===== config.mk =====
export PLATFORM = sky130hd
export DESIGN_NAME = html_token_splitter_flat
export DESIGN_NICKNAME = d
export VERILOG_FILES = /design/src/hts_pkg.sv /design/src/hts_if.sv /design/src/html_token_splitter.sv /design/src/flat_wrapper.sv
export VERILOG_INCLUDE_DIRS = /design/src /design/src/src
export SDC_FILE = /design/constraint.sdc
export NUM_CORES = 1
export LEC_CHECK = 0
export BUFFER_PORTS_ARGS = -buffer_cell sky130_fd_sc_hd__buf_2
export CORE_ASPECT_RATIO = 1.2
export CORE_MARGIN = 3
export CORE_UTILIZATION = 50
export DETAILED_ROUTE_END_ITERATION = 16
export PLACE_DENSITY = 0.71
export SYNTH_ARGS = -nofsm -noshare
export SYNTH_HDL_FRONTEND = slang
export SYNTH_SLANG_ARGS = --single-unit

===== constraint.sdc =====
create_clock -name clk -period 6.2 [get_ports clk]
set_input_delay 1.24 -clock clk [delete_from_list [all_inputs] [get_ports clk]]
set_output_delay 1.24 -clock clk [all_outputs]
set_load 0.01 [all_outputs]

===== src/html_token_splitter_macros.svh =====
// Assertion macros for the HTML token splitter.
// Included by the RTL files that check their own state; needs nothing else.
`ifndef HTML_TOKEN_SPLITTER_MACROS_SVH
`define HTML_TOKEN_SPLITTER_MACROS_SVH

`ifndef SYNTHESIS

// Same-cycle implication, held off during reset.
`define HTS_ASSERT_NOW(label, clk, rst_n, ante, cons) \
    label: assert property (@(posedge clk) disable iff (!rst_n) (ante) |-> (cons)) \
        else $error("html_token_splitter: same-cycle check failed");

// Next-cycle implication, held off during reset.
`define HTS_ASSERT_NEXT(label, clk, rst_n, ante, cons) \
    label: assert property (@(posedge clk) disable iff (!rst_n) (ante) |=> (cons)) \
        else $error("html_token_splitter: next-cycle check failed");

`else

`define HTS_ASSERT_NOW(label, clk, rst_n, ante, cons)
`define HTS_ASSERT_NEXT(label, clk, rst_n, ante, cons)

`endif

`endif


===== src/hts_pkg.sv =====
// Shared types, character constants and byte cleaning for the HTML token splitter.
// No dependencies; used by the channel interfaces and the top level.
package hts_pkg;

    typedef logic [7:0] byte_t;
    typedef logic [1:0] tkind_t;

    // Token classes on the result channel
    localparam tkind_t KIND_TEXT    = 2'd0;
    localparam tkind_t KIND_TAG     = 2'd1;
    localparam tkind_t KIND_COMMENT = 2'd2;

    // Input word kinds
    localparam logic IN_DATA = 1'b0;
    localparam logic IN_EOF  = 1'b1;

    localparam byte_t CH_LT    = 8'h3C;  // <
    localparam byte_t CH_GT    = 8'h3E;  // >
    localparam byte_t CH_BANG  = 8'h21;  // !
    localparam byte_t CH_DASH  = 8'h2D;  // -
    localparam byte_t CH_DQ    = 8'h22;  // "
    localparam byte_t CH_SQ    = 8'h27;  // '
    localparam byte_t CH_BSL   = 8'h5C;  // backslash
    localparam byte_t CH_QMARK = 8'h3F;  // ?
    localparam byte_t CH_TAB   = 8'h09;
    localparam byte_t CH_LF    = 8'h0A;
    localparam byte_t CH_VT    = 8'h0B;
    localparam byte_t CH_CR    = 8'h0D;
    localparam byte_t CH_LOW   = 8'd32;
    localparam byte_t CH_HIGH  = 8'd126;

    // Replace non-printing bytes by '?', keeping the usual whitespace controls
    function automatic byte_t hts_clean(input byte_t b);
        logic printable;
        logic space_ctl;
        printable = (b >= CH_LOW) && (b <= CH_HIGH);
        space_ctl = (b == CH_TAB) || (b == CH_LF) || (b == CH_VT) || (b == CH_CR);
        return (printable || space_ctl) ? b : CH_QMARK;
    endfunction

endpackage


===== src/hts_if.sv =====
// Valid/ready channel interfaces of the HTML token splitter: bytes in, tokens out.
// Depends on hts_pkg for the payload types.
interface hts_byte_if
    import hts_pkg::*;
();
    logic  valid;
    logic  ready;
    logic  kind;
    byte_t in_byte;

    modport source (output valid, output kind, output in_byte, input ready);
    modport sink   (input valid, input kind, input in_byte, output ready);
endinterface

interface hts_token_if
    import hts_pkg::*;
();
    logic   valid;
    logic   ready;
    byte_t  out_char;
    logic   has_char;
    tkind_t token_kind;
    logic   first;
    logic   last;

    modport source (output valid, output out_char, output has_char, output token_kind,
                    output first, output last, input ready);
    modport sink   (input valid, input out_char, input has_char, input token_kind,
                    input first, input last, output ready);
endinterface


===== src/html_token_splitter.sv =====
// Top level of the HTML token splitter: input register, lexer state and result register.
// Depends on hts_pkg, hts_if.sv and html_token_splitter_macros.svh.
//
// Usage:
//   rx carries one word per input item: kind 0 with a raw byte in in_byte, or
//   kind 1 to mark end of input. tx returns one word per result: the cleaned
//   byte, whether a byte is present, the token class (text, tag, comment) and
//   first/last flags marking token boundaries. A text token gets last only at
//   end of input; otherwise it ends where the next '<' arrives with first set.
//   End of input with a token open gives a single word with has_char low and
//   last high; end of input with nothing open gives no word at all.
// Timing:
//   A word taken on rx sits in the input register, is decided by the lexer
//   logic and is loaded into the result register, which drives tx.
//   One word is taken per cycle as long as tx takes results; the rate is set
//   by the lexer step from the input register to the result register.
// Reset and stall:
//   rst_n clears both valid flags and returns the lexer to idle, no token open.
//   When tx stalls, the result holds, the word behind it waits in the input
//   register, and rx ready drops until the result is taken.
`include "html_token_splitter_macros.svh"

module html_token_splitter
    import hts_pkg::*;
(
    input  logic        clk,
    input  logic        rst_n,
    hts_byte_if.sink    rx,
    hts_token_if.source tx
);

    // Lexer position, one-hot
    typedef enum logic [7:0] {
        MODE_IDLE    = 8'b0000_0001,
        MODE_TEXT    = 8'b0000_0010,
        MODE_TAG     = 8'b0000_0100,
        MODE_DQ      = 8'b0000_1000,
        MODE_SQ      = 8'b0001_0000,
        MODE_ESC_DQ  = 8'b0010_0000,
        MODE_ESC_SQ  = 8'b0100_0000,
        MODE_COMMENT = 8'b1000_0000
    } mode_t;

    // Input register
    logic  in_valid_reg, in_valid_next;
    logic  in_kind_reg;
    byte_t in_byte_reg;

    // Lexer state
    mode_t      mode_reg, mode_next;
    logic [1:0] cprefix_reg, cprefix_next;   // bytes of "<!--" matched so far
    logic [1:0] cmatch_reg, cmatch_next;     // dashes seen in a comment, saturating

    // Result register
    logic   out_valid_reg, out_valid_next;
    byte_t  out_char_reg;
    logic   has_char_reg;
    tkind_t token_kind_reg;
    logic   first_reg;
    logic   last_reg;

    // Lexer step results
    logic   emit;
    byte_t  res_char;
    logic   res_has;
    tkind_t res_kind;
    logic   res_first;
    logic   res_last;
    byte_t  c;
    byte_t  want;

    logic accept;
    logic advance;
    logic load_out;

    // Move the held word into the lexer when the result slot is free, or when
    // the word produces nothing (end of input with no token open).
    assign advance  = in_valid_reg && (!out_valid_reg || tx.ready || !emit);
    assign load_out = advance && emit;
    assign rx.ready = !in_valid_reg || advance;
    assign accept   = rx.valid && rx.ready;

    assign tx.valid      = out_valid_reg;
    assign tx.out_char   = out_char_reg;
    assign tx.has_char   = has_char_reg;
    assign tx.token_kind = token_kind_reg;
    assign tx.first      = first_reg;
    assign tx.last       = last_reg;

    always_comb
    begin
        c    = hts_clean(in_byte_reg);
        want = (cprefix_reg == 2'd1) ? CH_BANG : CH_DASH;

        mode_next    = mode_reg;
        cprefix_next = cprefix_reg;
        cmatch_next  = cmatch_reg;
        emit         = 1'b1;
        res_char     = c;
        res_has      = 1'b1;
        res_kind     = KIND_TAG;
        res_first    = 1'b0;
        res_last     = 1'b0;

        if (in_kind_reg == IN_EOF)
        begin
            // Close whatever is open and go back to reset state
            emit     = (mode_reg != MODE_IDLE);
            res_char = '0;
            res_has  = 1'b0;
            res_last = 1'b1;
            if (mode_reg == MODE_TEXT)
            begin
                res_kind = KIND_TEXT;
            end
            else if (mode_reg == MODE_COMMENT)
            begin
                res_kind = KIND_COMMENT;
            end
            mode_next    = MODE_IDLE;
            cprefix_next = '0;
            cmatch_next  = '0;
        end
        else
        begin
            unique case (mode_reg)
                MODE_IDLE, MODE_TEXT:
                begin
                    if (c == CH_LT)
                    begin
                        mode_next    = MODE_TAG;
                        cprefix_next = 2'd1;
                        res_first    = 1'b1;
                    end
                    else
                    begin
                        res_first = (mode_reg == MODE_IDLE);
                        res_kind  = KIND_TEXT;
                        mode_next = MODE_TEXT;
                    end
                end
                MODE_TAG:
                begin
                    if ((cprefix_reg != 2'd0) && (c == want))
                    begin
                        if (cprefix_reg == 2'd3)
                        begin
                            mode_next    = MODE_COMMENT;
                            cprefix_next = '0;
                            cmatch_next  = '0;
                            res_kind     = KIND_COMMENT;
                        end
                        else
                        begin
                            cprefix_next = cprefix_reg + 2'd1;
                        end
                    end
                    else
                    begin
                        // Prefix broken: treat as an ordinary tag byte
                        cprefix_next = '0;
                        if (c == CH_GT)
                        begin
                            res_last  = 1'b1;
                            mode_next = MODE_IDLE;
                        end
                        else if (c == CH_DQ)
                        begin
                            mode_next = MODE_DQ;
                        end
                        else if (c == CH_SQ)
                        begin
                            mode_next = MODE_SQ;
                        end
                    end
                end
                MODE_DQ:
                begin
                    if (c == CH_DQ)
                    begin
                        mode_next = MODE_TAG;
                    end
                    else if (c == CH_BSL)
                    begin
                        mode_next = MODE_ESC_DQ;
                    end
                end
                MODE_SQ:
                begin
                    if (c == CH_SQ)
                    begin
                        mode_next = MODE_TAG;
                    end
                    else if (c == CH_BSL)
                    begin
                        mode_next = MODE_ESC_SQ;
                    end
                end
                MODE_ESC_DQ:
                begin
                    mode_next = MODE_DQ;
                end
                MODE_ESC_SQ:
                begin
                    mode_next = MODE_SQ;
                end
                MODE_COMMENT:
                begin
                    res_kind = KIND_COMMENT;
                    if (c == CH_DASH)
                    begin
                        if (cmatch_reg != 2'd2)
                        begin
                            cmatch_next = cmatch_reg + 2'd1;
                        end
                    end
                    else if ((c == CH_GT) && (cmatch_reg == 2'd2))
                    begin
                        res_last    = 1'b1;
                        mode_next   = MODE_IDLE;
                        cmatch_next = '0;
                    end
                    else
                    begin
                        cmatch_next = '0;
                    end
                end
                default:
                begin
                    mode_next    = MODE_IDLE;
                    cprefix_next = '0;
                    cmatch_next  = '0;
                end
            endcase
        end
    end

    always_comb
    begin
        in_valid_next = in_valid_reg;
        if (accept)
        begin
            in_valid_next = 1'b1;
        end
        else if (advance)
        begin
            in_valid_next = 1'b0;
        end

        out_valid_next = out_valid_reg;
        if (load_out)
        begin
            out_valid_next = 1'b1;
        end
        else if (tx.ready)
        begin
            out_valid_next = 1'b0;
        end
    end

    // Control state
    always_ff @(posedge clk or negedge rst_n)
    begin
        if (!rst_n)
        begin
            in_valid_reg  <= 1'b0;
            out_valid_reg <= 1'b0;
            mode_reg      <= MODE_IDLE;
            cprefix_reg   <= '0;
            cmatch_reg    <= '0;
        end
        else
        begin
            in_valid_reg  <= in_valid_next;
            out_valid_reg <= out_valid_next;
            if (advance)
            begin
                mode_reg    <= mode_next;
                cprefix_reg <= cprefix_next;
                cmatch_reg  <= cmatch_next;
            end
        end
    end

    // Payload: hold the input word and the result word
    always_ff @(posedge clk)
    begin
        if (accept)
        begin
            in_kind_reg <= rx.kind;
            in_byte_reg <= rx.in_byte;
        end
        if (load_out)
        begin
            out_char_reg   <= res_char;
            has_char_reg   <= res_has;
            token_kind_reg <= res_kind;
            first_reg      <= res_first;
            last_reg       <= res_last;
        end
    end

    // Opening-prefix matching only happens inside a tag
    `HTS_ASSERT_NOW(a_prefix_in_tag, clk, rst_n, cprefix_reg != 2'd0, mode_reg == MODE_TAG)
    // Dash counting only happens inside a comment
    `HTS_ASSERT_NOW(a_dash_in_comment, clk, rst_n, cmatch_reg != 2'd0,
                    mode_reg == MODE_COMMENT)
    // A token start always carries a byte
    `HTS_ASSERT_NOW(a_first_has_char, clk, rst_n, out_valid_reg && first_reg, has_char_reg)
    // End of input leaves the lexer idle
    `HTS_ASSERT_NEXT(a_eof_resets, clk, rst_n, advance && (in_kind_reg == IN_EOF),
                     (mode_reg == MODE_IDLE) && (cprefix_reg == 2'd0) && (cmatch_reg == 2'd0))

endmodule

===== src/flat_wrapper.sv =====
// flat-port wrapper written by rule: the top's interface ports become plain ports
module html_token_splitter_flat import hts_pkg::*;
  (clk, rst_n, rx_valid, rx_kind, rx_in_byte, rx_ready, tx_valid, tx_out_char, tx_has_char, tx_token_kind, tx_first, tx_last, tx_ready);
  hts_byte_if rx_i ();
  hts_token_if tx_i ();
  input  logic clk;
  input  logic rst_n;
  input wire logic [$bits(rx_i.valid)-1:0] rx_valid;
  input wire logic [$bits(rx_i.kind)-1:0] rx_kind;
  input wire logic [$bits(rx_i.in_byte)-1:0] rx_in_byte;
  output wire logic [$bits(rx_i.ready)-1:0] rx_ready;
  output wire logic [$bits(tx_i.valid)-1:0] tx_valid;
  output wire logic [$bits(tx_i.out_char)-1:0] tx_out_char;
  output wire logic [$bits(tx_i.has_char)-1:0] tx_has_char;
  output wire logic [$bits(tx_i.token_kind)-1:0] tx_token_kind;
  output wire logic [$bits(tx_i.first)-1:0] tx_first;
  output wire logic [$bits(tx_i.last)-1:0] tx_last;
  input wire logic [$bits(tx_i.ready)-1:0] tx_ready;
  assign rx_i.valid = rx_valid;
  assign rx_i.kind = rx_kind;
  assign rx_i.in_byte = rx_in_byte;
  assign rx_ready = rx_i.ready;
  assign tx_valid = tx_i.valid;
  assign tx_out_char = tx_i.out_char;
  assign tx_has_char = tx_i.has_char;
  assign tx_token_kind = tx_i.token_kind;
  assign tx_first = tx_i.first;
  assign tx_last = tx_i.last;
  assign tx_i.ready = tx_ready;
  html_token_splitter u_core (.clk(clk), .rst_n(rst_n), .rx(rx_i), .tx(tx_i));
endmodule

Yosys cells after proc, flatten, opt, wreduce, memory -nomap -nowiden

Index checks and enable logic that the tools add are counted.

Add/subtract/negate cells: 2
Order comparisons: 2
Eq/ne operators: 36
Mux-type cells: 46
Bitwise gates (word level): 1
Reductions and logical operators: 26

Operators with widths:

| operator                                                                 | number |
|---|---|
| 8-bit 2-to-1 mux                                                         | 13 |
| 8-bit one-hot mux with 7 select lines                                    | 1 |
| 8-bit by 6-bit == test with 1-bit output (second input constant)         | 6 |
| 8-bit by 4-bit == test with 1-bit output (second input constant)         | 5 |
| 2-bit 2-to-1 mux                                                         | 14 |
| 2-bit one-hot mux with 3 select lines                                    | 3 |
| 8-bit by 7-bit == test with 1-bit output (second input constant)         | 2 |
| 1-bit 2-to-1 mux                                                         | 12 |
| 3-bit by 1-bit inequality test with 1-bit output (second input constant) | 3 |
| 8-bit by 1-bit == test with 1-bit output (second input constant)         | 1 |
| 8-bit by 2-bit == test with 1-bit output (second input constant)         | 1 |
| 8-bit by 3-bit == test with 1-bit output (second input constant)         | 1 |
| 8-bit by 5-bit == test with 1-bit output (second input constant)         | 1 |
| 8-bit == test                                                            | 1 |
| 8-bit == test (second input constant)                                    | 1 |
| 8-bit by 6-bit >= comparator with 1-bit output (second input constant)   | 1 |
| 8-bit by 7-bit <= comparator with 1-bit output (second input constant)   | 1 |
| 4-bit by 1-bit inequality test with 1-bit output (second input constant) | 2 |
| 4-bit by 3-bit inequality test with 1-bit output (second input constant) | 2 |
| 8-bit by 1-bit inequality test with 1-bit output (second input constant) | 1 |
| 1-bit logical OR                                                         | 7 |
| 7-bit AND reduction                                                      | 1 |
| 1-bit logical AND                                                        | 6 |
| 3-bit by 2-bit inequality test with 1-bit output (second input constant) | 2 |
| 17 further kinds                                                         | 25 |

Register bits after elaboration: 36
Bits of input ports: 13
Output and inout port bits: 15
Logic and storage cells: 125

Longest topological paths before layout

Gate-level depths: netlist (run 1).

Depth in word-level cells: 13
Gate-level depth with buffers: 8

Least setup slack after synthesis (run 1)

No wires, ideal clock.

Path type: input to output
Start: input tx_ready
End: output rx_ready
Arrival time: 1,578 ps
Data required time: 4,960 ps
Setup slack: 3,382 ps
Cell stages on the path: 2
Buffers on the path: 0
Cell sequence: nor2b_1 > nand3_1

Word-level cells in the longest chain between the ends: 4

RTL lines:

| what                           | RTL line                  | text |
|---|---|---|
| from (decl)                    | flat_wrapper.sv:18        | `input wire logic [$bits(tx_i.ready)-1:0] tx_ready;` |
| 1-bit logical OR (2 in series) | html_token_splitter.sv:78 | `assign advance = in_valid_reg && (!out_valid_reg \|\| tx.ready \|\| !emit);` |
| 1-bit logical AND              | html_token_splitter.sv:78 |  |
| 1-bit logical OR               | html_token_splitter.sv:80 | `assign rx.ready = !in_valid_reg \|\| advance;` |
| to (decl)                      | flat_wrapper.sv:11        | `output wire logic [$bits(rx_i.ready)-1:0] rx_ready;` |

No other way between the ends.

Final worst setup path (run 1)

Start: register u_core.mode_reg[5]
End: output rx_ready

Word-level cells in the longest chain between the ends: 6

RTL lines:

| what                                             | RTL line                   | text |
|---|---|---|
| from (decl)                                      | html_token_splitter.sv:50  | `mode_t mode_reg, mode_next;` |
| from (signal assigned)                           | html_token_splitter.sv:278 | `mode_reg <= mode_next;` |
| 8-bit by 1-bit inequality test with 1-bit output | html_token_splitter.sv:108 | `emit = (mode_reg != MODE_IDLE);` |
| 1-bit 2-to-1 mux                                 | html_token_splitter.sv:105 | `if (in_kind_reg == IN_EOF)` |
| 1-bit zero test                                  | html_token_splitter.sv:78  |  |
| 1-bit logical OR                                 | html_token_splitter.sv:78  |  |
| 1-bit logical AND                                | html_token_splitter.sv:78  |  |
| 1-bit logical OR                                 | html_token_splitter.sv:80  |  |

No other way between the ends.

==> results of run 1 <==
## stage by stage
stage	worst slack [ps]	hold WS (ps)	power (mW)	utilization (%)
global placement	3150	506	0.535	56.0
floorplan	3380	491	0.479	-
global route	2880	544	0.740	58.0
CTS	3000	528	0.700	58.0
finish	3000	526	0.693	58.0
detailed placement	3120	517	0.537	56.0
## final cells by class
class	count	area, sq um	share of cell area (%)
clock inverters	1	5.00	0.217
multi-input cells	138	961	41.7
inverters	13	48.8	2.12
well taps	54	67.6	2.93
flip-flops and latches	36	1010	43.9
repair buffers	27	135	5.86
clock buffers	7	76.3	3.31
## Yosys cell counts, types with 3 or more instances
cell type  instances
edfxtp_1          22
mux2_2             6
a41oi_1            3
nand4_1            3
buf_6              3
nand4b_1           7
or2_2              4
nand2_1           11
nor2_1            17
dfrtp_1           13
nor3_1             9
inv_1             13
a21oi_1           14
o21ai_0            6
nand3_1            4
ha_1               4
## final timing paths
check / start / to / cells after the start
max: u_core.mode_reg[5] / rx_ready / 4
min: u_core.mode_reg[0] / u_core.mode_reg[0] / 2
max reg2reg: u_core.mode_reg[5] / u_core.tx.first / 4
min reg2reg: u_core.mode_reg[0] / u_core.mode_reg[0] / 2
max in group asynchronous: rst_n / u_core.mode_reg[0] / 1
min in group asynchronous: rst_n / u_core.mode_reg[3] / 1
## layer usage
metal  vias to the layer above  track usage, %  share of wire [%]
met1                       749            24.7                 46
met5                         -               0                  0
li1                        789               -                  -
met4                         0            8.88                2.8
met2                        40            27.7                 47
met3                         9            3.98                4.6
## report_power, final
part	total, mW	internal (mW)	switching (mW)
Combinational	0.198	0.0813	0.117
Clock	0.159	0.0787	0.0805
Sequential	0.336	0.306	0.0296
## logic make-up (layout without fill, tap and decap cells)
| kind of cell | Yosys count | after routing | share of synthesized area (%) |
|---|---|---|---|
| and+or+nand+nor | 80 | 80 | 22.9 |
| AOI/OAI and AO/OA | 44 | 44 | 16.3 |
| DFF | 36 | 36 | 48.8 |
| buffers and inverters | 18 | 48 | 4.83 |
| muxes | 7 | 7 | 3.74 |
| adders and majority gates | 4 | 4 | 2.41 |
| xor gates and xnor gates | 2 | 2 | 0.845 |
| other | 1 | 1 | 0.181 |
## critical path, stage by stage, from the launching register on
cell and delay [ps]:
dfrtp_1 440, nor4_2 590, nand4_1 260, nand3_1 210, buf_2 150
==> flow_summary.yaml, run 1 <==
global_routing:
  antenna_found_initial: 0
  grt_max_degree: 21
  grt_pass1_vias: 1458
  grt_usage_pct: 18.4
  overflow: 0
  grt_pass1_wl_mm: 7.02
sta:
  fin_crit_sh_pct: 51.6
  clock.fmax_mhz: 313
  hold_viol_final: 0
  finalSetupTns_ps: 0
  skew_ps: 7.42
  relSlewSlack_pct: 48.8
  period_needed_ps: 3200
  tightest_slew_ps: 761
  final-max-slew-violation-count: 0
  rsz0062_at_grt: "no"
  setup_viol: 0
floorplanning:
  die_w_um: 64.8
  rows: 25
  ios: 28
  die_h_um: 76.5
  start_util_pct: 52.2
  core_sq_um: 3970
  dieArea_sq_um: 4960
synth:
  synth_ff_type: "edfxtp_1"
  syn-num-nets: 209
  yosys_warnings: 0
  synth_area_leaders: "edfxtp_1 (32%), dfrtp_1 (16%), a21oi_1 (3.4%)"
  ys_seq_area_share_pct: 48.8
  synth_area_per_cell_sq_um: 10.8
  async_flop_share_pct: 38.9
  syn-cell-area_sq_um: 2070
  synth-seq-cells: 36
  netlist_instances: 192
  synth_top_area_share_pct: 31.9
  synth_edf_count: 22
  synth.distinct_cells: 61
  synth_area_leader_cell: "edfxtp_1"
clocking:
  cts_buffer_depth: 2
  hold_buffers: 0
  cts_root_buffer: "clkbuf_8"
  cts_resized: 0
  cts_setup_buffers: 0
  worstSkewPairLatency_ps: 290
  numCtsBuffers: 5
  clk_pin_slew_ps: 70
  cts_tree: "yes"
  cts_max_level: 2
  cts.sinks: 36
worst_setup_path:
  rrSetupSlack_ps: 3390
  cp-end-kind: "output pin"
  required_ps: 4960
  start_kind: "register"
  worstPathArrival_ps: 1960
  worstPathMaxFanout: 6
  critical_path_class: "register to output pin"
finish:
  design_area_sq_um: 2310
  layout_common_cells: "buf_2 (27), edfxtp_1 (22), nor2_1 (17)"
  fin_nets: 238
  area_delta_synth_final_pct: 11.2
  n_antenna_cell: 0
  stdcell_count: 276
  layout-drive-gt1-share_pct: 26.6
  fill_cells: 347
  mostFrequentLayoutCell: "buf_2"
power:
  ir_drop_mv: 0.158
  powerDensity_nw_per_um2: 301
  leakagePower_nw: 0.946
outcome:
  outcome: "completed"
detailed_routing:
  routedWlPerCell_um: 14.9
  drcViolationCount: 0
  wl_mm: 4.11
  drtIter0Drc: 65
  ant_nets: 0
  vias_per_cell: 5.75
  num_vias: 1587
  dr.pass1.iters: 4
placement:
  gp_congestion: 0.907
  postPlaceCellArea_sq_um: 2220
  placedCellCount: 268
  dp.final_hpwl_mm: 3.06
  port_buffers: 27
hold_path:
  hold_path.class: "register to register"
flow_run:
  max_cap_violations: 0
Note: power is estimated with default switching activity, not from simulation.
==> run 2, diff against run 1 <==
==> constraint.sdc (replaced) <==
create_clock -name clk -period 3 [get_ports clk]
set_input_delay 0.6 -clock clk [delete_from_list [all_inputs] [get_ports clk]]
set_output_delay 0.6 -clock clk [all_outputs]
set_load 0.01 [all_outputs]
==> run 2 against run 1 <==
Non-clock buffer count grew 7. Largest power group unchanged. Highest routed layer unchanged. Clock skew shrank 2.2 ps. Count of clock-buffer cells in the layout shrank 2. Sequential power grew 100%. Wire length grew 6.8%. Critical endpoint is now u_core.mode_reg[5]. Die area is the same.
==> flow_summary.yaml, run 2 (same netlist as run 1, synthesis figures left out) <==
outcome:
  outcome: "completed"
floorplanning:
  core_sq_um: 3970
  die_w_um: 64.8
  rows: 25
  start_util_pct: 52.2
  ios: 28
  die_h_um: 76.5
  dieArea_sq_um: 4960
detailed_routing:
  vias_per_cell: 5.79
  wl_mm: 4.39
  dr.pass1.iters: 4
  ant_nets: 0
  routedWlPerCell_um: 15.5
  drtIter0Drc: 79
  drcViolationCount: 0
  num_vias: 1639
worst_setup_path:
  critical_path_class: "register to register"
  crit_path_start: "u_core.in_byte_reg[4]"
  start_kind: "register"
  worstReg2RegEnd: "u_core.mode_reg[5]"
  endpoint: "u_core.mode_reg[5]"
  rrSetupSlack_ps: 340
  worstPathMaxFanout: 9
  cp-end-kind: "register"
  worstPathArrival_ps: 2840
  r2r-start: "u_core.in_byte_reg[4]"
  worstRegToRegCells: 6
  required_ps: 3180
finish:
  layout_common_cells: "buf_2 (27), edfxtp_1 (22), nor2_1 (17)"
  fin_nets: 245
  multi_input_area_sq_um: 961
  design_area_sq_um: 2380
  mostFrequentLayoutCell: "buf_2"
  fill_cells: 343
  n_antenna_cell: 0
  layout-drive-gt1-share_pct: 28.8
  area_delta_synth_final_pct: 15.0
  seqCellArea_sq_um: 1010
hold_path:
  hold_path.class: "input pin to async pin"
global_routing:
  antenna_found_initial: 0
  grt_pass1_vias: 1588
  grt_max_degree: 15
  overflow: 0
  grt_usage_pct: 19.2
  grt_pass1_wl_mm: 7.47
sta:
  fin_crit_sh_pct: 88.8
  final-max-slew-violation-count: 0
  relSlewSlack_pct: 43.4
  setup_ws_ps: 335
  period_needed_ps: 2660
  setup_viol: 0
  rsz0062_at_grt: "no"
  hold_viol_final: 0
  tightest_slew_ps: 841
  skew_ps: 5.24
  finalSetupTns_ps: 0
  clock.fmax_mhz: 375
clocking:
  numCtsBuffers: 5
  cts_buffer_depth: 2
  cts_max_level: 2
  cts_resized: 0
  cts.sinks: 36
  cts_root_buffer: "clkbuf_8"
  worstSkewPairLatency_ps: 290
  clk_pin_slew_ps: 70
  hold_buffers: 0
  cts_setup_buffers: 0
  cts_tree: "yes"
power:
  p_int_mw: 1.05
  powerDensity_nw_per_um2: 644
  ir_drop_mv: 0.344
  switching_share_pct: 31.3
  leakagePower_nw: 0.990
  pwr-share-comb_pct: 28.5
  p_seq_share_pct: 44.7
  power_frac_clock_pct: 26.7
  power_switching_mw: 0.480
placement:
  gp_congestion: 0.876
  postPlaceCellArea_sq_um: 2280
  pre_cts_ws_ps: 390
  port_buffers: 27
  dp.final_hpwl_mm: 3.23
flow_run:
  max_cap_violations: 0
[run 2: metal layers]
metal | track usage (%) | wire length, um | vias up
li1 | - | - | 799
met1 | 25.8 | 1980 | 767
met2 | 29.9 | 2040 | 63
met3 | 4.57 | 271 | 10
met4 | 6.98 | 92 | 0
met5 | 0 | 0 | -
[run 2: metrics by stage]
stage | total power, mW | hold WS, ps | utilization, % | instances
after global placement | 1.13 | 510 | 57.3 | 275
final | 1.53 | 200 | 60.0 | 283
after CTS | 1.54 | 207 | 60.0 | 283
after floorplan | 0.991 | 304 | - | 192
after global routing | 1.62 | 218 | 60.0 | 283
after detailed placement | 1.13 | 520 | 57.3 | 275
[run 2: worst min-delay path by stage]
stage / endpoint / depth (start not counted) / startpoint
2_1_floorplan: u_core.cmatch_reg[0] / 0 / rst_n
6_report: u_core.cprefix_reg[0] / 1 / rst_n
3_3_place_gp: u_core.mode_reg[1] / 1 / rst_n
4_1_cts: u_core.cprefix_reg[0] / 1 / rst_n
5_1_grt: u_core.cmatch_reg[1] / 1 / rst_n
3_5_place_dp: u_core.mode_reg[1] / 1 / rst_n
[run 2: layout make-up]
class                           count  area share (%)
Tap cell                           54            2.83
Clock inverter                      3            1.57
Timing Repair Buffer               34            7.87
Sequential cell                    36            42.5
Inverter                           13            2.05
Multi-Input combinational cell    138            40.3
Clock buffer                        5            2.89
[run 2: worst max-delay path, stage by stage (launching register included)]
cell and delay, ps:
edfxtp_1 520, inv_1 140, a31oi_1 210, o41a_2 520, or4b_4 590, o2111ai_4 190
mux2_2 380
[run 2: power by group through the flow]
stage	sequential [mW]	combinational, mW	clock, mW
finish	0.687	0.438	0.410
CTS	0.686	0.436	0.418
detailed placement	0.696	0.432	0
global route	0.694	0.487	0.443
global placement	0.695	0.431	0
floorplan	0.709	0.282	0
==> run 3, diff against run 2 <==
--- a/config.mk
+++ b/config.mk
@@ -7,7 +7,7 @@
 export NUM_CORES = 1
 export LEC_CHECK = 0
 export BUFFER_PORTS_ARGS = -buffer_cell sky130_fd_sc_hd__buf_2
-export CORE_ASPECT_RATIO = 1.2
+export CORE_ASPECT_RATIO = 0.8
 export CORE_MARGIN = 3
 export CORE_UTILIZATION = 50
 export DETAILED_ROUTE_END_ITERATION = 16
==> run 3 against run 2 <==
Die area about the same. Critical path depth unchanged. Wire length up 2.8%. Via count up 2.4%. Setup slack worse by 62 ps. Sequential share of layout area up 0.91 points. Maximum frequency down 2.3%. Register-to-register slack worse by 60 ps. Total power down 5.8%. Worst hold slack better by 8.3 ps. Largest cell class unchanged.
==> flow_summary.yaml, run 3 (same netlist as run 1, synthesis figures left out) <==
outcome:
  outcome: "completed"
detailed_routing:
  wl_met1_mm: 2.00
  routed-wl-met2_mm: 1.92
  wl_met3_um: 471
  ant_nets: 0
  drtIter0Drc: 198
  num_vias: 1679
  routedWlPerCell_um: 16.1
  wl_mm: 4.51
  top_layer: "met4"
  vias_per_cell: 6.00
  drcViolationCount: 0
  dr.pass1.iters: 5
finish:
  area_delta_synth_final_pct: 12.6
  layout_common_cells: "buf_2 (27), edfxtp_1 (22), nor2_1 (17)"
  stdcell_count: 280
  layout-drive-gt1-share_pct: 28.0
  n_antenna_cell: 0
  fill_cells: 323
  mostFrequentLayoutCell: "buf_2"
  fin_nets: 242
flow_run:
  max_cap_violations: 0
power:
  power_frac_clock_pct: 21.4
  pwr-share-comb_pct: 31.0
  powerDensity_nw_per_um2: 620
  ir_drop_mv: 0.329
  power_switching_mw: 0.475
  switching_share_pct: 32.9
  p_int_mw: 0.971
  power_mw: 1.45
  leakagePower_nw: 0.964
  p_seq_share_pct: 47.6
worst_setup_path:
  cp-end-kind: "register"
  start_kind: "register"
  critical_path_class: "register to register"
  r2r-start: "u_core.mode_reg[5]"
  worstPathMaxFanout: 7
  required_ps: 3160
  worstPathArrival_ps: 2890
  rrSetupSlack_ps: 270
  worstReg2RegEnd: "u_core.mode_reg[5]"
  worstRegToRegCells: 6
sta:
  rsz0062_at_grt: "no"
  clock.fmax_mhz: 367
  skew_ps: 8.58
  tightest_slew_ps: 639
  fin_crit_sh_pct: 90.9
  final-max-slew-violation-count: 0
  setup_viol: 0
  hold_viol_final: 0
  relSlewSlack_pct: 57.0
  finalSetupTns_ps: 0
  period_needed_ps: 2730
clocking:
  worstSkewPairLatency_ps: 280
  cts_resized: 0
  cts_setup_buffers: 0
  numCtsBuffers: 5
  cts_root_buffer: "clkbuf_8"
  cts_buffer_depth: 2
  hold_buffers: 0
  cts_max_level: 2
  clk_pin_slew_ps: 70
  cts.sinks: 36
  cts_tree: "yes"
floorplanning:
  ios: 28
  core_sq_um: 3900
  die_h_um: 63.6
  rows: 20
  start_util_pct: 53.1
  die_w_um: 78.0
  dieArea_sq_um: 4960
hold_path:
  hold_path.class: "input pin to async pin"
placement:
  port_buffers: 27
  gp_congestion: 1.16
  dp.final_hpwl_mm: 3.51
  placedCellCount: 273
global_routing:
  overflow: 0
  grt_max_degree: 20
  grt_pass1_wl_mm: 7.56
  antenna_found_initial: 0
  grt_pass1_vias: 1539
  grt_usage_pct: 19.4
-- run 3: cell count changes in the layout (fill, tap and decap cells not counted), sizes merged --
| cell | delta |
|---|---|
| clkinv | -1 |
| buf | -3 |
| clkbuf | +1 |
| bufinv | -1 |
-- run 3: per-layer routing --
layer  vias up  GRT usage [%]
li1        797              -
met1       757           26.6
met2       110           29.3
met3        15           5.86
met4         0           6.77
met5         -              0
-- run 3: final cells by class --
| cell class | instances | area, sq um | area share [%] |
|---|---|---|---|
| Clock buffer | 6 | 72.6 | 3.11 |
| Multi-Input combinational cell | 138 | 961 | 41.2 |
| Timing Repair Buffer | 31 | 165 | 7.08 |
| Clock inverter | 1 | 5.00 | 0.214 |
| Sequential cell | 36 | 1010 | 43.4 |
| Inverter | 13 | 48.8 | 2.09 |
| Tap cell | 55 | 68.8 | 2.95 |
-- run 3: worst max-delay path by stage --
stage	start	to	slack [ps]	depth (start not counted)
2_1_floorplan	u_core.mode_reg[5]	u_core.mode_reg[1]	580	6
3_3_place_gp	u_core.mode_reg[5]	u_core.mode_reg[5]	470	6
3_5_place_dp	u_core.mode_reg[5]	u_core.mode_reg[3]	340	6
4_1_cts	u_core.mode_reg[5]	u_core.mode_reg[5]	340	6
5_1_grt	u_core.mode_reg[5]	u_core.mode_reg[3]	90	6
6_report	u_core.mode_reg[5]	u_core.mode_reg[5]	270	6
-- run 3: worst max-delay path: stages, from the launching register on --
cell and delay (ps):
dfrtp_1 450, nor4_2 600, nand4_1 270, a21bo_2 300
a21oi_1 340, o2111ai_4 300, mux2_2 350
-- run 3: power by group through the flow --
stage	combinational, mW	clock [mW]	sequential, mW
after global routing	0.492	0.346	0.699
after CTS	0.443	0.322	0.688
final	0.448	0.310	0.688
after global placement	0.435	0	0.695
after detailed placement	0.441	0	0.697
after floorplan	0.282	0	0.709
-- run 3: stage by stage --
step / util, % / instance area [sq um] / worst slack [ps] / hold WS (ps)
final: 59.8 / 2330 / 273 / 208
after global routing: 59.8 / 2330 / 87.3 / 227
after CTS: 59.8 / 2330 / 336 / 210
after detailed placement: 57.8 / 2260 / 344 / 519
after global placement: 57.8 / 2260 / 475 / 510
after floorplan: - / 2070 / 578 / 304
